## config.mk

```make
export PLATFORM = sky130hd
export DESIGN_NAME = tftp_write_receiver_top
export DESIGN_NICKNAME = d
export VERILOG_FILES = /design/src/hdl/tftpwr_pkg.sv /design/src/hdl/tftp_write_receiver_top.sv
export SDC_FILE = /design/constraint.sdc
export NUM_CORES = 1
export LEC_CHECK = 0
export ABC_AREA = 1
export BUFFER_PORTS_ARGS = -buffer_cell sky130_fd_sc_hd__buf_2
export CORE_MARGIN = 10
export CORE_UTILIZATION = 56
export CTS_BUF_LIST = sky130_fd_sc_hd__clkbuf_8
export DETAILED_ROUTE_END_ITERATION = 8
export PLACE_DENSITY_LB_ADDON = 0.1
export SYNTH_ARGS = -nofsm -noshare
export SYNTH_HDL_FRONTEND = slang
export SYNTH_SLANG_ARGS = --single-unit
```

## constraint.sdc

```tcl
create_clock -name i_clk -period 4.8 [get_ports i_clk]
set_clock_uncertainty 0.1 [all_clocks]
set_input_delay 0.24 -clock i_clk [delete_from_list [all_inputs] [get_ports i_clk]]
set_output_delay 0.24 -clock i_clk [all_outputs]
set_load 0.05 [all_outputs]
```

## src/hdl/tftpwr_pkg.sv

```systemverilog
// Shared types and constants for the TFTP write receiver.
// No dependencies; imported by tftp_write_receiver_top.
package tftpwr_pkg;

    localparam int unsigned MaxBlock = 4096;

    localparam int unsigned LenW   = 13;
    localparam int unsigned BlockW = 16;
    localparam int unsigned SecW   = 11;
    localparam int unsigned OpW    = 16;
    localparam int unsigned AddrW  = 3;
    localparam int unsigned DataW  = 32;

    // Longest packet the receive buffer holds, header included
    localparam logic [LenW-1:0] LenCap    = LenW'(MaxBlock + 4);
    localparam logic [LenW-1:0] HdrLen    = LenW'(4);
    localparam logic [BlockW-1:0] BlockTop = '1;
    localparam logic [SecW-1:0] SecTop     = '1;

    localparam logic [OpW-1:0] OpData  = OpW'(3);
    localparam logic [OpW-1:0] OpError = OpW'(5);

    localparam logic [LenW-1:0] BlockSizeRst   = LenW'(512);
    localparam logic [SecW-1:0] SessionSecsRst = SecW'(20);

    typedef enum logic [1:0] {
        ACT_PACKET = 2'd0,
        ACT_TICK   = 2'd1,
        ACT_EXPIRE = 2'd2,
        ACT_START  = 2'd3
    } t_action;

    typedef enum logic [1:0] {
        ST_IDLE = 2'd0,
        ST_RUN  = 2'd1,
        ST_DONE = 2'd2,
        ST_FAIL = 2'd3
    } t_status;

    typedef enum logic [1:0] {
        SEND_NONE  = 2'd0,
        SEND_ACK   = 2'd1,
        SEND_ERROR = 2'd2
    } t_send;

    typedef enum logic [2:0] {
        ERR_TIMEOUT   = 3'd0,
        ERR_TOO_LARGE = 3'd3,
        ERR_UNKNOWN   = 3'd5
    } t_err;

    typedef enum logic {
        REG_BLOCK_SIZE = 1'b0,
        REG_SESSION_SECS = 1'b1
    } t_reg;

endpackage

```

## src/hdl/tftp_write_receiver_top.sv

```systemverilog
// TFTP write receiver: input register, session update logic, result register.
// Depends on tftpwr_pkg; APB-style register port for block size and deadline.
// Path: input register, then result register. Throughput: one word per
// cycle while the result channel is not stalled; session state updates as
// a word moves from the input register into the result register.
// Reset (synchronous, active low) empties both registers, closes the session
// and restores block_size 512 and session_seconds 20.
module tftp_write_receiver_top
    import tftpwr_pkg::*;
(
    input  logic                    i_clk,
    input  logic                    i_rst_n,
    // event channel
    input  logic                    i_in_valid,
    output logic                    o_in_stall,
    input  logic [1:0]              i_action,
    input  logic                    i_sender_matches,
    input  logic [OpW-1:0]          i_pkt_opcode,
    input  logic [BlockW-1:0]       i_pkt_block,
    input  logic [LenW-1:0]         i_packet_len,
    // result channel
    output logic                    o_out_valid,
    input  logic                    i_out_stall,
    output logic [1:0]              o_send_kind,
    output logic [BlockW-1:0]       o_ack_block,
    output logic [2:0]              o_error_code,
    output logic                    o_to_sender,
    output logic                    o_write_data,
    output logic [LenW-1:0]         o_write_len,
    output logic [1:0]              o_status,
    // register port
    input  logic                    psel,
    input  logic                    penable,
    input  logic                    pwrite,
    input  logic [AddrW-1:0]        paddr,
    input  logic [DataW-1:0]        pwdata,
    output logic [DataW-1:0]        prdata,
    output logic                    pready
);

    // configuration
    logic [LenW-1:0]   r_block_size;
    logic [SecW-1:0]   r_session_secs;

    // input register
    logic              r_in_valid;
    t_action           r_action;
    logic              r_match;
    logic [OpW-1:0]    r_opcode;
    logic [BlockW-1:0] r_blk;
    logic [LenW-1:0]   r_len;

    // session state
    logic [BlockW-1:0] r_last_block;
    logic              r_active;
    logic [SecW-1:0]   r_seconds;
    t_status           r_status;

    // result register
    logic              r_out_valid;
    t_send             r_kind;
    logic [BlockW-1:0] r_ackb;
    t_err              r_ecode;
    logic              r_tosnd;
    logic              r_wr;
    logic [LenW-1:0]   r_wlen;
    t_status           r_out_status;

    logic              advance;
    logic              cfg_wr;

    // next values
    logic [BlockW-1:0] n_last_block;
    logic              n_active;
    logic [SecW-1:0]   n_seconds;
    t_status           n_status;
    t_send             n_kind;
    logic [BlockW-1:0] n_ackb;
    t_err              n_ecode;
    logic              n_tosnd;
    logic              n_wr;
    logic [LenW-1:0]   n_wlen;

    assign advance    = r_in_valid && (!r_out_valid || !i_out_stall);
    assign o_in_stall = r_in_valid && !advance;
    assign pready     = 1'b1;
    assign cfg_wr     = psel && penable && pwrite;

    always_comb begin
        if (t_reg'(paddr[2]) == REG_BLOCK_SIZE) begin
            prdata = DataW'(r_block_size);
        end else begin
            prdata = DataW'(r_session_secs);
        end
    end

    always_ff @(posedge i_clk) begin
        if (!i_rst_n) begin
            r_block_size   <= BlockSizeRst;
            r_session_secs <= SessionSecsRst;
        end else if (cfg_wr) begin
            unique case (t_reg'(paddr[2]))
                REG_BLOCK_SIZE:   r_block_size   <= pwdata[LenW-1:0];
                REG_SESSION_SECS: r_session_secs <= pwdata[SecW-1:0];
                default: ;
            endcase
        end
    end

    // Session update for the word in the input register
    always_comb begin
        logic [LenW-1:0]   len_c;
        logic [LenW-1:0]   pay;
        logic [BlockW:0]   next_blk;
        logic [SecW-1:0]   secs;

        len_c    = (r_len > LenCap) ? LenCap : r_len;
        pay      = len_c - HdrLen;
        next_blk = {1'b0, r_last_block} + (BlockW+1)'(1);
        secs     = (r_seconds != SecTop) ? r_seconds + SecW'(1) : r_seconds;

        n_last_block = r_last_block;
        n_active     = r_active;
        n_seconds    = r_seconds;
        n_status     = r_status;
        n_kind       = SEND_NONE;
        n_ackb       = '0;
        n_ecode      = ERR_TIMEOUT;
        n_tosnd      = 1'b0;
        n_wr         = 1'b0;
        n_wlen       = '0;

        priority if (r_action == ACT_START) begin
            n_last_block = '0;
            n_seconds    = '0;
            n_active     = 1'b1;
            n_status     = ST_RUN;
            n_kind       = SEND_ACK;
        end else if (!r_active) begin
            // no session: nothing sent, nothing changes
        end else if (r_action == ACT_TICK) begin
            n_seconds = secs;
            if (secs > r_session_secs) begin
                n_kind   = SEND_ERROR;
                n_active = 1'b0;
                n_status = ST_FAIL;
            end
        end else if (r_action == ACT_PACKET && !r_match) begin
            n_kind  = SEND_ERROR;
            n_ecode = ERR_UNKNOWN;
            n_tosnd = 1'b1;
        end else if (r_action == ACT_EXPIRE || len_c < HdrLen) begin
            n_kind = SEND_ACK;
            n_ackb = r_last_block;
        end else if (r_opcode == OpData) begin
            if (r_blk == BlockTop) begin
                n_kind   = SEND_ERROR;
                n_ecode  = ERR_TOO_LARGE;
                n_active = 1'b0;
                n_status = ST_FAIL;
            end else if ({1'b0, r_blk} == next_blk) begin
                n_kind = SEND_ACK;
                n_ackb = r_blk;
                if (pay != '0) begin
                    n_wr   = 1'b1;
                    n_wlen = pay;
                end
                if (pay == r_block_size) begin
                    n_last_block = r_blk;
                end else begin
                    n_active = 1'b0;
                    n_status = ST_DONE;
                end
            end else begin
                // duplicate or out of order: repeat last ack
                n_kind = SEND_ACK;
                n_ackb = r_last_block;
            end
        end else if (r_opcode == OpError) begin
            n_active = 1'b0;
            n_status = ST_FAIL;
        end else begin
            n_kind   = SEND_ERROR;
            n_active = 1'b0;
            n_status = ST_FAIL;
        end
    end

    always_ff @(posedge i_clk) begin
        if (!i_rst_n) begin
            r_in_valid   <= 1'b0;
            r_out_valid  <= 1'b0;
            r_last_block <= '0;
            r_active     <= 1'b0;
            r_seconds    <= '0;
            r_status     <= ST_IDLE;
        end else begin
            if (!o_in_stall) begin
                r_in_valid <= i_in_valid;
            end
            if (advance) begin
                r_out_valid  <= 1'b1;
                r_last_block <= n_last_block;
                r_active     <= n_active;
                r_seconds    <= n_seconds;
                r_status     <= n_status;
            end else if (!i_out_stall) begin
                r_out_valid <= 1'b0;
            end
        end
    end

    // payload registers
    always_ff @(posedge i_clk) begin
        if (i_in_valid && !o_in_stall) begin
            r_action <= t_action'(i_action);
            r_match  <= i_sender_matches;
            r_opcode <= i_pkt_opcode;
            r_blk    <= i_pkt_block;
            r_len    <= i_packet_len;
        end
        if (advance) begin
            r_kind       <= n_kind;
            r_ackb       <= n_ackb;
            r_ecode      <= n_ecode;
            r_tosnd      <= n_tosnd;
            r_wr         <= n_wr;
            r_wlen       <= n_wlen;
            r_out_status <= n_status;
        end
    end

    assign o_out_valid  = r_out_valid;
    assign o_send_kind  = r_kind;
    assign o_ack_block  = r_ackb;
    assign o_error_code = r_ecode;
    assign o_to_sender  = r_tosnd;
    assign o_write_data = r_wr;
    assign o_write_len  = r_wlen;
    assign o_status     = r_out_status;

    // A session is open exactly while the status reads running
    a_active_status: assert property (@(posedge i_clk) disable iff (!i_rst_n)
        r_active == (r_status == ST_RUN))
        else $error("session flag and status disagree");

    // Stored payload only rides on an acknowledgement and is never empty
    a_write_ack: assert property (@(posedge i_clk) disable iff (!i_rst_n)
        (r_out_valid && r_wr) |-> (r_kind == SEND_ACK && r_wlen != '0))
        else $error("payload write without ack");

    // Errors to a stray sender are always unknown-id errors
    a_stray_err: assert property (@(posedge i_clk) disable iff (!i_rst_n)
        (r_out_valid && r_tosnd) |-> (r_kind == SEND_ERROR && r_ecode == ERR_UNKNOWN))
        else $error("bad stray sender error");

    // A stalled result holds while the next word waits in the input register
    a_no_overrun: assert property (@(posedge i_clk) disable iff (!i_rst_n)
        (r_out_valid && i_out_stall && r_in_valid) |=> (r_in_valid && r_out_valid))
        else $error("word lost under stall");

    // The second count only clears on a start event
    a_secs_clear: assert property (@(posedge i_clk) disable iff (!i_rst_n)
        (advance && r_action != ACT_START) |=> (r_seconds >= $past(r_seconds)))
        else $error("second count went backward");

endmodule

```

==> qor.yml <==
worst_slew_pin_slew_ns: 1.065
max_freq_mhz: 253.4
cts_sinks: 141
slowest_delay_ns: 0.40
grt_pass1_vias: 6108
antenna_found_initial: 1
synthTopCellsByArea: "edfxtp_1 (35%), dfxtp_1 (15%), nand2_1 (10%)"
gr-total-overflow: 0
placed_area_sq_um: 7946
grt_pass1_wl_mm: 29.93
start_kind: "flop"
cpMostUsedCell: "nand2_1"
place.gp.congestion: 0.9190
num_rows: 41
cp_max_fo: 6
crit_buf_inv: 2
clkLatencyLatePin_ns: 0.46
powerDensity_nw_per_um2: 309.8
max_cap_violations: 0
drive_gt1_frac: 0.1478
design_area_sq_um: 9001
worst-path-stages: 23
path_delay_family: "simple AND/OR/NAND/NOR gates"
hold_path_depth: 3
die_w_um: 134.3
ant_nets: 0
rsz0062_at_grt: "no"
cts_tree: "built"
avgSynthCellArea_sq_um: 8.007
p_sw_mw: 0.7290
path_cells: "ha_1 -> inv_1 -> nor2_1 -> nand2_1 -> nor3_1 -> nand4_1 -> nand2_1 -> nor3_1 -> nand2_1 -> nor2_1 -> nand3_1 -> xor2_1 -> ha_1 -> nand2_1 -> nor2_1 -> and3_1 -> a211o_1 -> nand3_1 -> o21ai_0 -> a211oi_1 -> nand2_1 -> nand2_1 -> inv_1"
clock_path_buffers: 2
synth_top_cell_by_area: "edfxtp_1"
drtPass1Iterations: 7
synth.distinct_cells: 38
final_common_cell: "nand2_1"
cts_resized: 0
critPathArrivalTime_ns: 4.06
coreArea_sq_um: 12720
synth_flop_cell: "edfxtp_1"
ys_seq_area_frac: 0.5020
fin_crit_sh: 0.8222
wirelength_mm: 18.41
combPwrFrac: 0.128
track_usage: 0.2069
p_leak_nw: 4.086
synthArstFlopShare: 0
utilization: 0.7075
viasPerCell: 5.031
cp-end-kind: "flop"
htreeDepth: 4
io_pins: 163
die-area_sq_um: 18040
crit_start: "r_seconds[0]"
final_nets: 1195
synth_area_sq_um: 7318
required_ns: 4.91
outcome: "completed"
final_hold_viol_count: 0
relSlewSlack: 0.2892
seqPwrFrac: 0.490
synthCells: 914
finalCriticalPeriod_ns: 3.947
drtIter0Drc: 483
cp_slowest_cell: "dfxtp_1"
critPathKind: "reg -> reg"
routedWlPerCell_um: 14.43
fin_tns_setup_ns: 0
numCtsBuffers: 17
port_buffers: 121
mostFrequentLayoutCells: "nand2_1 (197), nor2_1 (129), inv_1 (122)"
synth-seq-cells: 141
sw_frac_of_total: 0.2614
grt_max_degree: 49
regToRegStartpoint: "r_seconds[0]"
finalMaxSlewViolations: 0
dieHeight_um: 134.3
drc: 0
hold_class: "in -> reg"
setup_viol: 0
intPower_mw: 2.060
dp_hpwl_mm: 13.02
fin_total_pwr_mw: 2.789
synth_top_area_share: 0.3488
holdCritStartpoint: "pwdata[8]"
initial_core_util: 0.5752
path_clk_slew_ns: 0.08
root_buffer: "clkbuf_8"
clkPwrFrac: 0.382
vdd_drop_max_v: 0.0002365
synth_edf_count: 85
ff2ff_path_depth: 23
yosysWarnings: 0
syn2layout_area_growth_pct: 23.00
vias: 6420
## power groups by stage
stage	clock network (mW)	logic [mW]	registers (mW)
after floorplan	0	0.210	1.42
after global placement	0	0.311	1.39
after detailed placement	0	0.315	1.39
after CTS	1.07	0.354	1.37
after global routing	1.13	0.394	1.37
final	1.06	0.357	1.37
## worst min-delay path, delay by kind of cell
kind                   cells  cell delay (ns)
AOI/OAI and AO/OA          2             0.20
buffers and inverters      1             0.11
## timing repair
item / CTS / global route
hold endpoints to repair: 71 / 0
hold buffers: 61 / 0
setup buffers: 0 / 0
endpoints found under the setup margin: 0 / 0
## cells by family (layout without fill, tap and decap cells)
| family | count (synthesis) | in the layout | synth area share |
|---|---|---|---|
| and+or+nand+nor | 424 | 424 | 0.2431 |
| muxes | 1 | 1 | 0.001368 |
| xor gates and xnor gates | 20 | 20 | 0.02393 |
| other | 2 | 21 | 0.001026 |
| buffers and inverters | 166 | 337 | 0.1007 |
| adders and majority gates | 15 | 15 | 0.02565 |
| DFF | 141 | 141 | 0.5020 |
| AOI/OAI and AO/OA | 145 | 145 | 0.1022 |
## sequential cells by signal, summed over array words and instances, names as in the netlist, 11 cells and up
| register | flops |
|---|---|
| r_block_size | 13 |
| r_blk | 16 |
| r_opcode | 16 |
| o_write_len | 13 |
| o_ack_block | 16 |
| r_last_block | 16 |
| r_session_secs | 11 |
| r_seconds | 11 |
| r_len | 13 |
## per-stage QoR
step                      hold slack, ns  std cells  setup WS (ns)
after floorplan                   0.2389        932          1.302
after global placement            0.3167       1182          1.013
after detailed placement          0.3181       1182         0.9241
after CTS                       0.008782       1275         0.8715
after global routing             0.03805       1276         0.4912
final                            0.03981       1276         0.8533
## Yosys cell counts (all sizes together) (4+ instances only)
| library cell | number |
|---|---|
| nand2 | 201 |
| ha | 15 |
| clkbuf | 15 |
| edfxtp | 85 |
| nand4 | 22 |
| dfxtp | 56 |
| xor2 | 16 |
| o21ai | 71 |
| nand3 | 47 |
| xnor2 | 4 |
| nor3 | 11 |
| buf | 30 |
| nor2 | 133 |
| a21oi | 65 |
| inv | 118 |
## cell type report
type                            instances  area [sq um]
Fill cell                            1079          3721
Multi-Input combinational cell        625          2983
Clock inverter                         15         207.7
Clock buffer                           17         234.0
Tap cell                              172         215.2
Sequential cell                       141          3674
Antenna cell                            1         2.502
Timing Repair Buffer                  184          1231
Inverter                              121         454.2
## path summary, 6_finish.rpt
check	endpoint	slack [ns]
min reg2reg	r_active	0.36
min	r_session_secs[8]	0.04
max	o_status[0]	0.85
max reg2reg	o_status[0]	0.85
## metal layers
metal / up-vias / routed length (um) / global-route usage
li1: 3314 / - / -
met1: 2844 / 7889 / 0.2605
met2: 237 / 8551 / 0.3260
met3: 25 / 1690 / 0.07095
met4: 0 / 280 / 0.06711
met5: - / 0 / 0
Note: power is estimated with default switching activity, not from simulation.
